**src/sv/frustum_fov_widen_core_assert.svh**
```systemverilog
// ----------------------------------------------------------------------------
// frustum fov widen core assertion macros
// concurrent checks on clk, disabled while rst_n is low
// ----------------------------------------------------------------------------
`ifndef FRUSTUM_FOV_WIDEN_CORE_ASSERT_SVH
`define FRUSTUM_FOV_WIDEN_CORE_ASSERT_SVH
`ifndef SYNTHESIS
`define FWC_ASSERT_IMP(lbl, ante, cons) \
  lbl: assert property (@(posedge clk) disable iff (!rst_n) (ante) |-> (cons)) \
    else $error("fwc check failed");
`define FWC_ASSERT_NXT(lbl, ante, cons) \
  lbl: assert property (@(posedge clk) disable iff (!rst_n) (ante) |=> (cons)) \
    else $error("fwc check failed");
`else
`define FWC_ASSERT_IMP(lbl, ante, cons)
`define FWC_ASSERT_NXT(lbl, ante, cons)
`endif
`endif

```
**src/sv/fwc_pkg.sv**
```systemverilog
// ----------------------------------------------------------------------------
// fwc_pkg
// shared constants, stage word types and the cordic angle table
// ----------------------------------------------------------------------------
package fwc_pkg;

  localparam int CORDIC_STEPS = 24;
  localparam int COORD_WIDTH  = 32;
  localparam int STEP_W       = $clog2(CORDIC_STEPS);
  localparam int CW           = 33;
  localparam int DIV_BITS     = 24;
  localparam int DIV_W        = $clog2(DIV_BITS);
  localparam int NLO_W        = DIV_BITS - 16;
  localparam int NLO_IW       = $clog2(NLO_W);
  localparam int SAT_W        = (COORD_WIDTH < 32) ? COORD_WIDTH : 32;

  localparam logic [14:0] MUL_LO  = 15'd16384;
  localparam logic [14:0] MUL_HI  = 15'd24576;
  localparam logic [15:0] ONE_Q12 = 16'd4096;
  localparam logic [23:0] ONE_Q16 = 24'd65536;
  localparam logic [23:0] FOV_MAX = 24'hFFFFFF;
  localparam logic signed [CW-1:0] HALF_FOV_CAP = 33'sd1667889411;
  localparam logic [CW-1:0] ATAN_ONE = 33'h040000000;
  localparam logic signed [63:0] COORD_HI = (64'sd1 <<< (SAT_W - 1)) - 64'sd1;
  localparam logic signed [63:0] COORD_LO = -COORD_HI - 64'sd1;

  typedef struct packed {
    logic signed [CW-1:0] x;
    logic signed [CW-1:0] y;
    logic signed [CW-1:0] z;
  } cordic_t;

  typedef struct packed {
    logic               persp;
    logic               widen;
    logic               yzero;
    logic               sat;
    logic signed [31:0] l;
    logic signed [31:0] r;
    logic signed [31:0] b;
    logic signed [31:0] t;
    logic [29:0]        xn;
    logic [29:0]        yn;
  } side_t;

  typedef struct packed {
    logic [61:0]         rem;
    logic [61:0]         den;
    logic [DIV_BITS-1:0] q;
    logic [NLO_W-1:0]    nlo;
  } div_t;

  function automatic logic signed [CW-1:0] atan_q30(input logic [STEP_W-1:0] i);
    logic signed [CW-1:0] a;
    case (i)
      0:       a = 33'sd843314857;
      1:       a = 33'sd497837829;
      2:       a = 33'sd263043837;
      3:       a = 33'sd133525159;
      4:       a = 33'sd67021687;
      5:       a = 33'sd33543516;
      6:       a = 33'sd16775851;
      7:       a = 33'sd8388437;
      8:       a = 33'sd4194283;
      9:       a = 33'sd2097149;
      default: a = $signed(ATAN_ONE >> i);
    endcase
    return a;
  endfunction

endpackage

```
**src/sv/fwc_vec_cell.sv**
```systemverilog
// ----------------------------------------------------------------------------
// fwc_vec_cell
// one cordic vectoring micro-rotation, registered, with its side word
// ----------------------------------------------------------------------------
module fwc_vec_cell import fwc_pkg::*; (
  input  logic              clk,
  input  logic              rst_n,
  input  logic [STEP_W-1:0] step,
  input  logic              vld_i,
  input  cordic_t           cd_i,
  input  side_t             sd_i,
  output logic              vld_o,
  output cordic_t           cd_o,
  output side_t             sd_o
);

  logic                 vld_r;
  cordic_t              cd_r, cd_nxt;
  side_t                sd_r;
  logic signed [CW-1:0] xs, ys, ang;

  always_comb begin
    xs  = cd_i.x >>> step;
    ys  = cd_i.y >>> step;
    ang = atan_q30(step);
    if (cd_i.y > 0) begin
      cd_nxt.x = cd_i.x + ys;
      cd_nxt.y = cd_i.y - xs;
      cd_nxt.z = cd_i.z + ang;
    end else begin
      cd_nxt.x = cd_i.x - ys;
      cd_nxt.y = cd_i.y + xs;
      cd_nxt.z = cd_i.z - ang;
    end
  end

  always_ff @(posedge clk) begin
    if (!rst_n) vld_r <= 1'b0;
    else vld_r <= vld_i;
  end

  always_ff @(posedge clk) begin
    cd_r <= cd_nxt;
    sd_r <= sd_i;
  end

  assign vld_o = vld_r;
  assign cd_o  = cd_r;
  assign sd_o  = sd_r;

endmodule

```
**config.mk**
```make
export PLATFORM = sky130hd
export DESIGN_NAME = fwc_vec_cell
export DESIGN_NICKNAME = d
export VERILOG_FILES = /design/src/sv/frustum_fov_widen_core_assert.svh /design/src/sv/fwc_pkg.sv /design/src/sv/fwc_vec_cell.sv
export SDC_FILE = /design/constraint.sdc
export NUM_CORES = 1
export LEC_CHECK = 0
export BUFFER_PORTS_ARGS = -buffer_cell sky130_fd_sc_hd__buf_2
export CAP_MARGIN = 15
export CORE_AREA = 2 2 230 232
export CTS_CLUSTER_SIZE = 20
export DETAILED_ROUTE_END_ITERATION = 10
export DIE_AREA = 0 0 232 234
export MAX_ROUTING_LAYER = met4
export PLACE_DENSITY = 0.69
export SYNTH_ARGS = -nofsm -noshare
export SYNTH_HDL_FRONTEND = slang
export SYNTH_SLANG_ARGS = --single-unit
```
**constraint.sdc**
```tcl
create_clock -name clk -period 7.79 [get_ports clk]
set_input_delay 1.558 -clock clk [delete_from_list [all_inputs] [get_ports clk]]
set_output_delay 1.558 -clock clk [all_outputs]
set_load 0.01 [all_outputs]
```
==> run metrics <==
outcome completed; hold buffer count at CTS 0; Synth Area in XOR/XNOR 7.70%; Ys Warns 0; Worst-path clk slew approximately 0.060 ns; layout cells sized above 1 37.1%; DP Cell Count 3128; Final Setup Violations 0; number of synthesized flops with an enable pin 0; type of the worst min-delay path in2reg; count leader, synth dfxtp_1; Tcrit/Tclk final approximately 94%; GR Util met2 49.5%; Hold Fails Final Rpt 0; top-area cell type share of the netlist area between 30% and 40%; initial core utilization 33.2%; CTS tree yes; synth top area cells dfxtp_1, mux4_2, ha_1, xnor2_1, a21oi_1; Setup TNS 0 ns; Avg Inst Size Synth 9.52 sq um; main combinational cell family by area after synthesis compound AO/OA/AOI/OAI gates; number of global-route vias before repair roughly 17000; DP Wirelength 72700 microns; multiplexer area fraction after synthesis 15.7%; met1 Use GR between 40% and 50%; Synth Cell Area 0.0173 sq mm; Yosys reg bits 292; adder-cell share of the synthesized area 7.51%; CP peak stage delay 0.57 ns; GRT met3 Usage 6.97%; largest net degree at the start of global routing 70; initial antenna violation count 41; number of max-cap violations 0; sequence of cells on the critical path buf_4, buf_12, mux2_2, mux2_2, mux4_2, mux2i_1, and2_1, and3_1, nand2_1, o21ai_0, xor2_1, ha_1, a21o_1, a21o_1, a2111o_1, and3_1, a211o_1, a211oi_1, nor4b_1, a21o_1, a2111oi_0, a211oi_1; synth unique cells 85; Non-Filler Instances 3210; Mapped Nets 2217; cell taking the most area after synthesis dfxtp_1; drt via density 5.70; clock root cell clkbuf_16; DRC 0; Power Dens Cells 245 mW/mm^2; gr usage total 32.5%; Post-Syn Instances 1816; Fmax 0.137 GHz; max-slew violations 0; die width approximately 230 microns; clock net sink count 292; Peak VDD IR approximately 200 uV; post-synthesis compound-gate area fraction about a fifth; Static Leak around 0.011 uW; crit path time final ~7.3 ns; sequential area share after synthesis 33.8%; Die Height 234 microns; FFs w/ async S/R, synth 0%; wire per inst 27.6 microns; Iter 0 DRT Violations 1891; slowest CP cell mux4_2; startpoint types input pin; grt total ovfl 0; Max clock buf depth 3; Post-synth top cells dfxtp_1, a21oi_1, nor2_1; CP required 8.19 ns; Setup Buffers After CTS 0; post-CTS resize count 0; total CTS buffers 35; Worst path most repeated cell a21o_1; top_reg_cell synth dfxtp_1; IO Count slightly below 600; H-tree depth 2; gp weighted congestion 1.07; gr busiest metal met2; core area 0.0520 sq mm; Routed Antenna Nets 0; placed cell areas 0.0218 sq mm; drt first pass iters 6; Crit. End Element flip-flop; crit path max fanout 48; Buffers on Ports 590; simple logic cell fraction of the synthesized area about an eighth; Cell Rows 84; first-pass GRT wire length 125000 microns; final wirelength about 90000 microns; Final #Nets 2878; Fin Hold WS roughly 1.1 ns; full die area 0.0543 sq mm; routed vias roughly 18000; RSZ-0062 raised after global routing no; Setup CP Type in2reg; Worst slew margin around a third; slew at the pin with the worst max-slew slack just over 1 ns; post-route cell area 0.0230 sq mm; Arr. time, crit path around 7.7 ns; Synth-to-Final Area Change 33.2%
==> kinds of logic (layout without fill, tap and decap cells) <==
| group | count (synthesis) | in the layout |
|---|---|---|
| AND/OR/NAND/NOR | 445 | 445 |
| buffers and inverters | 130 | 818 |
| XOR/XNOR | 152 | 152 |
| AO/OA/AOI/OAI | 529 | 529 |
| other | 0 | 18 |
| adder cells (fa/ha/maj) | 102 | 102 |
| multiplexers | 166 | 166 |
| flip-flops | 292 | 292 |
==> metrics by stage <==
stage | util (%) | total power, uW | setup WS (ns)
floorplan | - | 3050 | 0.641
global placement | 41.8 | 3900 | 0.351
detailed placement | 41.8 | 3920 | 0.0921
CTS | 44.2 | 5660 | 0.626
global route | 44.3 | 5920 | 0.137
finish | 44.3 | 5650 | 0.484
==> cells in the final DEF, fill, tap and decap left out, types with 8 or more instances in the layout <==
cell type / n
buf_2: 588
dfxtp_1: 292
a21oi_1: 149
nor2_1: 138
nand2_1: 124
buf_4: 123
o21ai_0: 111
ha_1: 99
xnor2_1: 89
mux4_2: 81
a21o_1: 64
xor2_1: 63
mux2i_1: 50
nor3_1: 37
clkbuf_16: 36
mux2_2: 35
inv_1: 34
o21a_1: 24
o22ai_1: 21
diode_2: 18
nand3_1: 18
and2_1: 17
a211oi_1: 17
nor2b_1: 16
nand2b_1: 16
a31oi_1: 15
and3_1: 14
nor4_1: 13
o31ai_1: 12
nand4_1: 10
or2_2: 10
or3_1: 9
o21bai_1: 9
clkbuf_8: 9
o211ai_1: 8
==> critical path, delay by kind of cell <==
kind	cells	cell delay [ns]
AO/OA/AOI/OAI	9	2.35
XOR/XNOR	1	0.33
adder cells (fa/ha/maj)	1	0.37
buffers and inverters	2	0.49
multiplexers	4	1.59
AND/OR/NAND/NOR	5	0.97
==> report_power, final <==
part,internal [uW],switching (uW)
sequential,1760,88.6
clock,1040,681
combinational,881,1200
==> worst paths after layout <==
| check | start | end | cells past startpoint |
|---|---|---|---|
| min | sd_i[70] | sd_o[70]$_DFF_P_ | 1 |
| max | step[0] | cd_o[96]$_DFF_P_ | 22 |
==> routing by layer <==
layer,vias to the layer above,share of wire [%]
li1,8110,-
met1,8919,43
met2,1133,45
met3,138,9.2
met4,0,2.7
met5,-,0
==> state kept, by name, indices dropped and copies added, names as in the netlist <==
| name | flops |
|---|---|
| cd_o | 99 |
| sd_o | 192 |
| vld_o | 1 |
==> area by class of cell <==
class,count,area (sq um)
clock inverter,17,195
inverter,36,135
multi-input combinational,1394,10900
timing repair buffer,718,4010
antenna,18,45.0
clock buffer,47,1030
tap,688,861
sequential,292,5850
fill,5093,29000
(Power assumes the default switching activity.)
