===== config.mk =====
export PLATFORM = sky130hd
export DESIGN_NAME = fwc_rot_cell
export DESIGN_NICKNAME = d
export VERILOG_FILES = /design/src/sv/frustum_fov_widen_core_assert.svh /design/src/sv/fwc_pkg.sv /design/src/sv/fwc_rot_cell.sv
export SDC_FILE = /design/constraint.sdc
export NUM_CORES = 1
export LEC_CHECK = 0
export BUFFER_PORTS_ARGS = -buffer_cell sky130_fd_sc_hd__buf_4
export CAP_MARGIN = 10
export CORE_ASPECT_RATIO = 1.25
export CORE_MARGIN = 3
export CORE_UTILIZATION = 33
export DETAILED_ROUTE_END_ITERATION = 8
export PLACE_DENSITY = 0.52
export SETUP_SLACK_MARGIN = 0.02
export SLEW_MARGIN = 20
export SYNTH_ARGS = -nofsm -noshare
export SYNTH_HDL_FRONTEND = slang
export SYNTH_SLANG_ARGS = --single-unit

===== constraint.sdc =====
create_clock -name clk -period 9.2 [get_ports clk]
set_input_delay 0.46 -clock clk [delete_from_list [all_inputs] [get_ports clk]]
set_output_delay 0.46 -clock clk [all_outputs]
set_load 0.01 [all_outputs]

===== src/sv/frustum_fov_widen_core_assert.svh =====
// ----------------------------------------------------------------------------
// frustum fov widen core assertion macros
// concurrent checks on clk, disabled while rst_n is low
// ----------------------------------------------------------------------------
`ifndef FRUSTUM_FOV_WIDEN_CORE_ASSERT_SVH
`define FRUSTUM_FOV_WIDEN_CORE_ASSERT_SVH
`ifndef SYNTHESIS
`define FWC_ASSERT_IMP(lbl, ante, cons) \
  lbl: assert property (@(posedge clk) disable iff (!rst_n) (ante) |-> (cons)) \
    else $error("fwc check failed");
`define FWC_ASSERT_NXT(lbl, ante, cons) \
  lbl: assert property (@(posedge clk) disable iff (!rst_n) (ante) |=> (cons)) \
    else $error("fwc check failed");
`else
`define FWC_ASSERT_IMP(lbl, ante, cons)
`define FWC_ASSERT_NXT(lbl, ante, cons)
`endif
`endif


===== src/sv/fwc_pkg.sv =====
// ----------------------------------------------------------------------------
// fwc_pkg
// shared constants, stage word types and the cordic angle table
// ----------------------------------------------------------------------------
package fwc_pkg;

  localparam int CORDIC_STEPS = 24;
  localparam int COORD_WIDTH  = 32;
  localparam int STEP_W       = $clog2(CORDIC_STEPS);
  localparam int CW           = 33;
  localparam int DIV_BITS     = 24;
  localparam int DIV_W        = $clog2(DIV_BITS);
  localparam int NLO_W        = DIV_BITS - 16;
  localparam int NLO_IW       = $clog2(NLO_W);
  localparam int SAT_W        = (COORD_WIDTH < 32) ? COORD_WIDTH : 32;

  localparam logic [14:0] MUL_LO  = 15'd16384;
  localparam logic [14:0] MUL_HI  = 15'd24576;
  localparam logic [15:0] ONE_Q12 = 16'd4096;
  localparam logic [23:0] ONE_Q16 = 24'd65536;
  localparam logic [23:0] FOV_MAX = 24'hFFFFFF;
  localparam logic signed [CW-1:0] HALF_FOV_CAP = 33'sd1667889411;
  localparam logic [CW-1:0] ATAN_ONE = 33'h040000000;
  localparam logic signed [63:0] COORD_HI = (64'sd1 <<< (SAT_W - 1)) - 64'sd1;
  localparam logic signed [63:0] COORD_LO = -COORD_HI - 64'sd1;

  typedef struct packed {
    logic signed [CW-1:0] x;
    logic signed [CW-1:0] y;
    logic signed [CW-1:0] z;
  } cordic_t;

  typedef struct packed {
    logic               persp;
    logic               widen;
    logic               yzero;
    logic               sat;
    logic signed [31:0] l;
    logic signed [31:0] r;
    logic signed [31:0] b;
    logic signed [31:0] t;
    logic [29:0]        xn;
    logic [29:0]        yn;
  } side_t;

  typedef struct packed {
    logic [61:0]         rem;
    logic [61:0]         den;
    logic [DIV_BITS-1:0] q;
    logic [NLO_W-1:0]    nlo;
  } div_t;

  function automatic logic signed [CW-1:0] atan_q30(input logic [STEP_W-1:0] i);
    logic signed [CW-1:0] a;
    case (i)
      0:       a = 33'sd843314857;
      1:       a = 33'sd497837829;
      2:       a = 33'sd263043837;
      3:       a = 33'sd133525159;
      4:       a = 33'sd67021687;
      5:       a = 33'sd33543516;
      6:       a = 33'sd16775851;
      7:       a = 33'sd8388437;
      8:       a = 33'sd4194283;
      9:       a = 33'sd2097149;
      default: a = $signed(ATAN_ONE >> i);
    endcase
    return a;
  endfunction

endpackage


===== src/sv/fwc_rot_cell.sv =====
// ----------------------------------------------------------------------------
// fwc_rot_cell
// one cordic rotation micro-rotation, registered, with its side word
// ----------------------------------------------------------------------------
module fwc_rot_cell import fwc_pkg::*; (
  input  logic              clk,
  input  logic              rst_n,
  input  logic [STEP_W-1:0] step,
  input  logic              vld_i,
  input  cordic_t           cd_i,
  input  side_t             sd_i,
  output logic              vld_o,
  output cordic_t           cd_o,
  output side_t             sd_o
);

  logic                 vld_r;
  cordic_t              cd_r, cd_nxt;
  side_t                sd_r;
  logic signed [CW-1:0] xs, ys, ang;

  always_comb begin
    xs  = cd_i.x >>> step;
    ys  = cd_i.y >>> step;
    ang = atan_q30(step);
    if (cd_i.z >= 0) begin
      cd_nxt.x = cd_i.x - ys;
      cd_nxt.y = cd_i.y + xs;
      cd_nxt.z = cd_i.z - ang;
    end else begin
      cd_nxt.x = cd_i.x + ys;
      cd_nxt.y = cd_i.y - xs;
      cd_nxt.z = cd_i.z + ang;
    end
  end

  always_ff @(posedge clk) begin
    if (!rst_n) vld_r <= 1'b0;
    else vld_r <= vld_i;
  end

  always_ff @(posedge clk) begin
    cd_r <= cd_nxt;
    sd_r <= sd_i;
  end

  assign vld_o = vld_r;
  assign cd_o  = cd_r;
  assign sd_o  = sd_r;

endmodule


==> impl_results.md <==
- Fmax: about 0.15 GHz
- Critical path origin: step[0]
- Cell with the most instances after synthesis: dfxtp_1
- Placed cells: 3020
- Final min period: between 6 and 7 ns
- FF+latch count, synth: a little under 300
- Area Overhead vs Synth: 45.59%
- Psw: approximately 1.7 mW
- Synth top area share: 33.73%
- Post-CTS Resized: 0
- Gpl congestion: 1.006
- Number of global-route vias before repair: ~18000
- Cts-stage hold buffer count: around 190
- Overflow after GRT: 0
- DR iter-0 viols: 1837
- Layout cells sized above 1: approximately 30%
- Met2 WL: around 42000 um
- Dominant cell type by area after synthesis: dfxtp_1
- Commonest cells in the netlist: 292 x dfxtp_1, 152 x nand2_1, 134 x a21oi_1
- Number of flops mapped to enable cells by yosys: 0
- Largest net degree at the start of global routing: 93
- Std-Cell Rows: 93
- Post-DR wirelength/cell: between 20 and 30 um
- CP required: 9.73 ns
- Remaining antenna violation count: 0
- Status: complete, no violations
- Postcts setup bufs: 0
- Async set-reset flop share out of synthesis: 0%
- Via count: 18490
- Tot Pwr: 4.838 mW
- Power share of the clock group: between 20% and 30%
- Longest Clk Path Bufs: 3
- TritonCTS Buffers: 31
- Worst setup path end: cd_o[64]$_DFF_P_
- Seq/Total Area, Yosys: between 30 and 40%
- Hold path startpoint: vld_i
- Hold WC Path Type: primary input to register
- First-pass GRT wire length: between 100000 and 150000 um
- Setup CP Type: primary input to register
- Die height: approximately 260 um
- Top post-synthesis cells by area: dfxtp_1 34%, mux4_2 9.7%, ha_1 7.1%, xnor2_1 5.2%, a21oi_1 3.9%
- Die Width: about 210 um
- Initial antenna violation count: 8
- Post-synth top flop: dfxtp_1
- Mapped Avg Cell Area: 9.414 um2
- Crit path max fanout: 44
- Top-level I/O count: 591
- TritonRoute pass-1 iters: 7
- Residual DRC: 0
- Worst setup EP type: register
- Metal-1 WL: 39040 um
- Final WL: roughly 94000 um
- Tot GR Track Use: between 30% and 40%
- PwrDens: 191.7 nW/um2
- Hold WS: ~0.063 ns
- Die area: approximately 55000 um2
- Hold Fails Final Rpt: 0
- Max-cap violations: 0
- Part of the cycle the worst path needs: roughly 73%
- CTS clock-pin slew for the worst setup and hold paths: around 0.06 ns
- Sink Count: just under 300
- Synthesized Nets: roughly 2200
- Max H-tree Level: 1
- RSZ-0062 raised after global routing: false
- Critical path startpoint category: primary input
- Hpwl dp: 75620 um
- Worst slew margin: 29.05%
- Slew Limit Fails: 0
- Vias per std cell: 5.653
- Final setup vio count: 0
- NumNets Final: about 3000
- Synth cell types: 88
- Initial Util: about a third
- Fill cells: slightly below 5000
- Layout Cells excl Fill: 3270
- PortBufs: 590
- Lkg Pwr: around 11 nW
- Power share of the combinational group: between 40% and 50%
- Worst vdd ir: approximately 0.00015 V
- DR top layer: met5
- Met3 Routed Length: ~8400 um
- Clk root buf: clkbuf_16
- Area of the multi-input gates: around 11000 um2
- Cell Area, Synth: 17330 um2
- CP arrival: slightly above 7 ns
- Register Area: approximately 5800 um2
- Final setup TNS: 0 ns
- Sw frac: 36.12%
- Seq pwr share: 33.1%
- CTS tree: done
- Post-Synthesis Cells: 1841
- Worst-Margin Slew: ~1.1 ns
- Cell Int Power: just over 3 mW
- YS warnings: 0
- CORE AREA: approximately 52000 um2
==> logic make-up after synthesis <==
kind of cell    after synthesis  synth area share [%]
compound gates              532                 19.83
simple gates                468                 12.99
flops                       292                 33.73
xor+xnor                    157                 8.013
mux                         148                 14.42
buf+inv                     142                 3.530
fa+ha+maj                   102                 7.494
==> metal layers <==
metal  global-route usage [%]  vias up
li1                         -     8295
met1                    42.10     9063
met2                    51.79      972
met3                    8.528      153
met4                    10.59        2
met5                        0        -
==> worst max-delay path, cell delays in order <==
cell	delay (ns)
buf_4	0.59
buf_4	0.48
mux4_1	0.69
a22oi_1	0.19
o22ai_1	0.12
a211oi_1	0.76
nand4_2	0.24
or2_2	0.37
or2_2	0.30
nand2_1	0.09
xnor2_1	0.08
ha_1	0.41
o2111ai_1	0.18
or4b_2	0.74
a31o_2	0.31
a311oi_1	0.45
o21ai_0	0.33
a21boi_0	0.28
xor2_1	0.15
==> power groups by stage <==
stage	Clock (mW)	Combinational [mW]	Sequential, mW
floorplan	0	0.926	1.71
global placement	0	1.91	1.62
detailed placement	0	1.91	1.62
CTS	1.27	1.99	1.60
global route	1.31	2.14	1.62
finish	1.24	2.00	1.60
==> placed cells by master, fill, tap and decap left out, types with 12 or more instances in the layout <==
cell type / Yosys / layout
a211oi_1: 23 / 23
a21boi_0: 13 / 13
a21o_1: 32 / 32
a21oi_1: 134 / 134
a31oi_1: 22 / 22
and2_1: 12 / 12
buf_4: 1 / 608
clkbuf_16: 0 / 31
dfxtp_1: 292 / 292
dlygate4sd3_1: 0 / 192
ha_1: 99 / 99
inv_1: 46 / 43
mux2_2: 13 / 13
mux2i_1: 52 / 52
mux4_2: 75 / 75
nand2_1: 152 / 152
nand2b_1: 21 / 21
nand3_1: 34 / 34
nor2_1: 127 / 126
nor2b_1: 26 / 26
nor3_1: 23 / 22
o21a_1: 20 / 20
o21ai_0: 116 / 116
o21bai_1: 14 / 14
o22ai_1: 26 / 26
o31ai_1: 21 / 21
xnor2_1: 103 / 103
xor2_1: 53 / 53
==> state kept, by name, indices dropped and copies added, names as in the netlist <==
register	flops
cd_o	99
sd_o	192
vld_o	1
==> stage by stage <==
| stage | utilization [%] | setup slack (ns) | cell area, um2 |
|---|---|---|---|
| after floorplan | - | 3.387 | 17330 |
| after global placement | 43.08 | 1.975 | 22310 |
| after detailed placement | 43.08 | 1.925 | 22310 |
| after CTS | 48.70 | 2.540 | 25220 |
| after global routing | 48.73 | 2.029 | 25230 |
| final | 48.73 | 2.458 | 25230 |
==> area by class of cell <==
cell class | count | area share [%]
Antenna cell | 2 | 0.01983
Clock buffer | 40 | 3.486
Clock inverter | 16 | 0.4810
Inverter | 48 | 0.7190
Multi-Input combinational cell | 1407 | 43.12
Sequential cell | 292 | 23.17
Tap cell | 665 | 3.297
Timing Repair Buffer | 800 | 25.71
==> how the worst min path moves through the flow <==
| stage | end | slack (ns) | cells past startpoint |
|---|---|---|---|
| finish | vld_o$_SDFF_PN0_ | 0.06 | 2 |
| global route | vld_o$_SDFF_PN0_ | 0.06 | 2 |
| CTS | sd_o[185]$_DFF_P_ | 0.003 | 1 |
| detailed placement | sd_o[95]$_DFF_P_ | 0.57 | 1 |
| global placement | sd_o[99]$_DFF_P_ | 0.56 | 1 |
| floorplan | sd_o[0]$_DFF_P_ | 0.49 | 0 |
No activity file was read; power rests on OpenSTA's default activity.
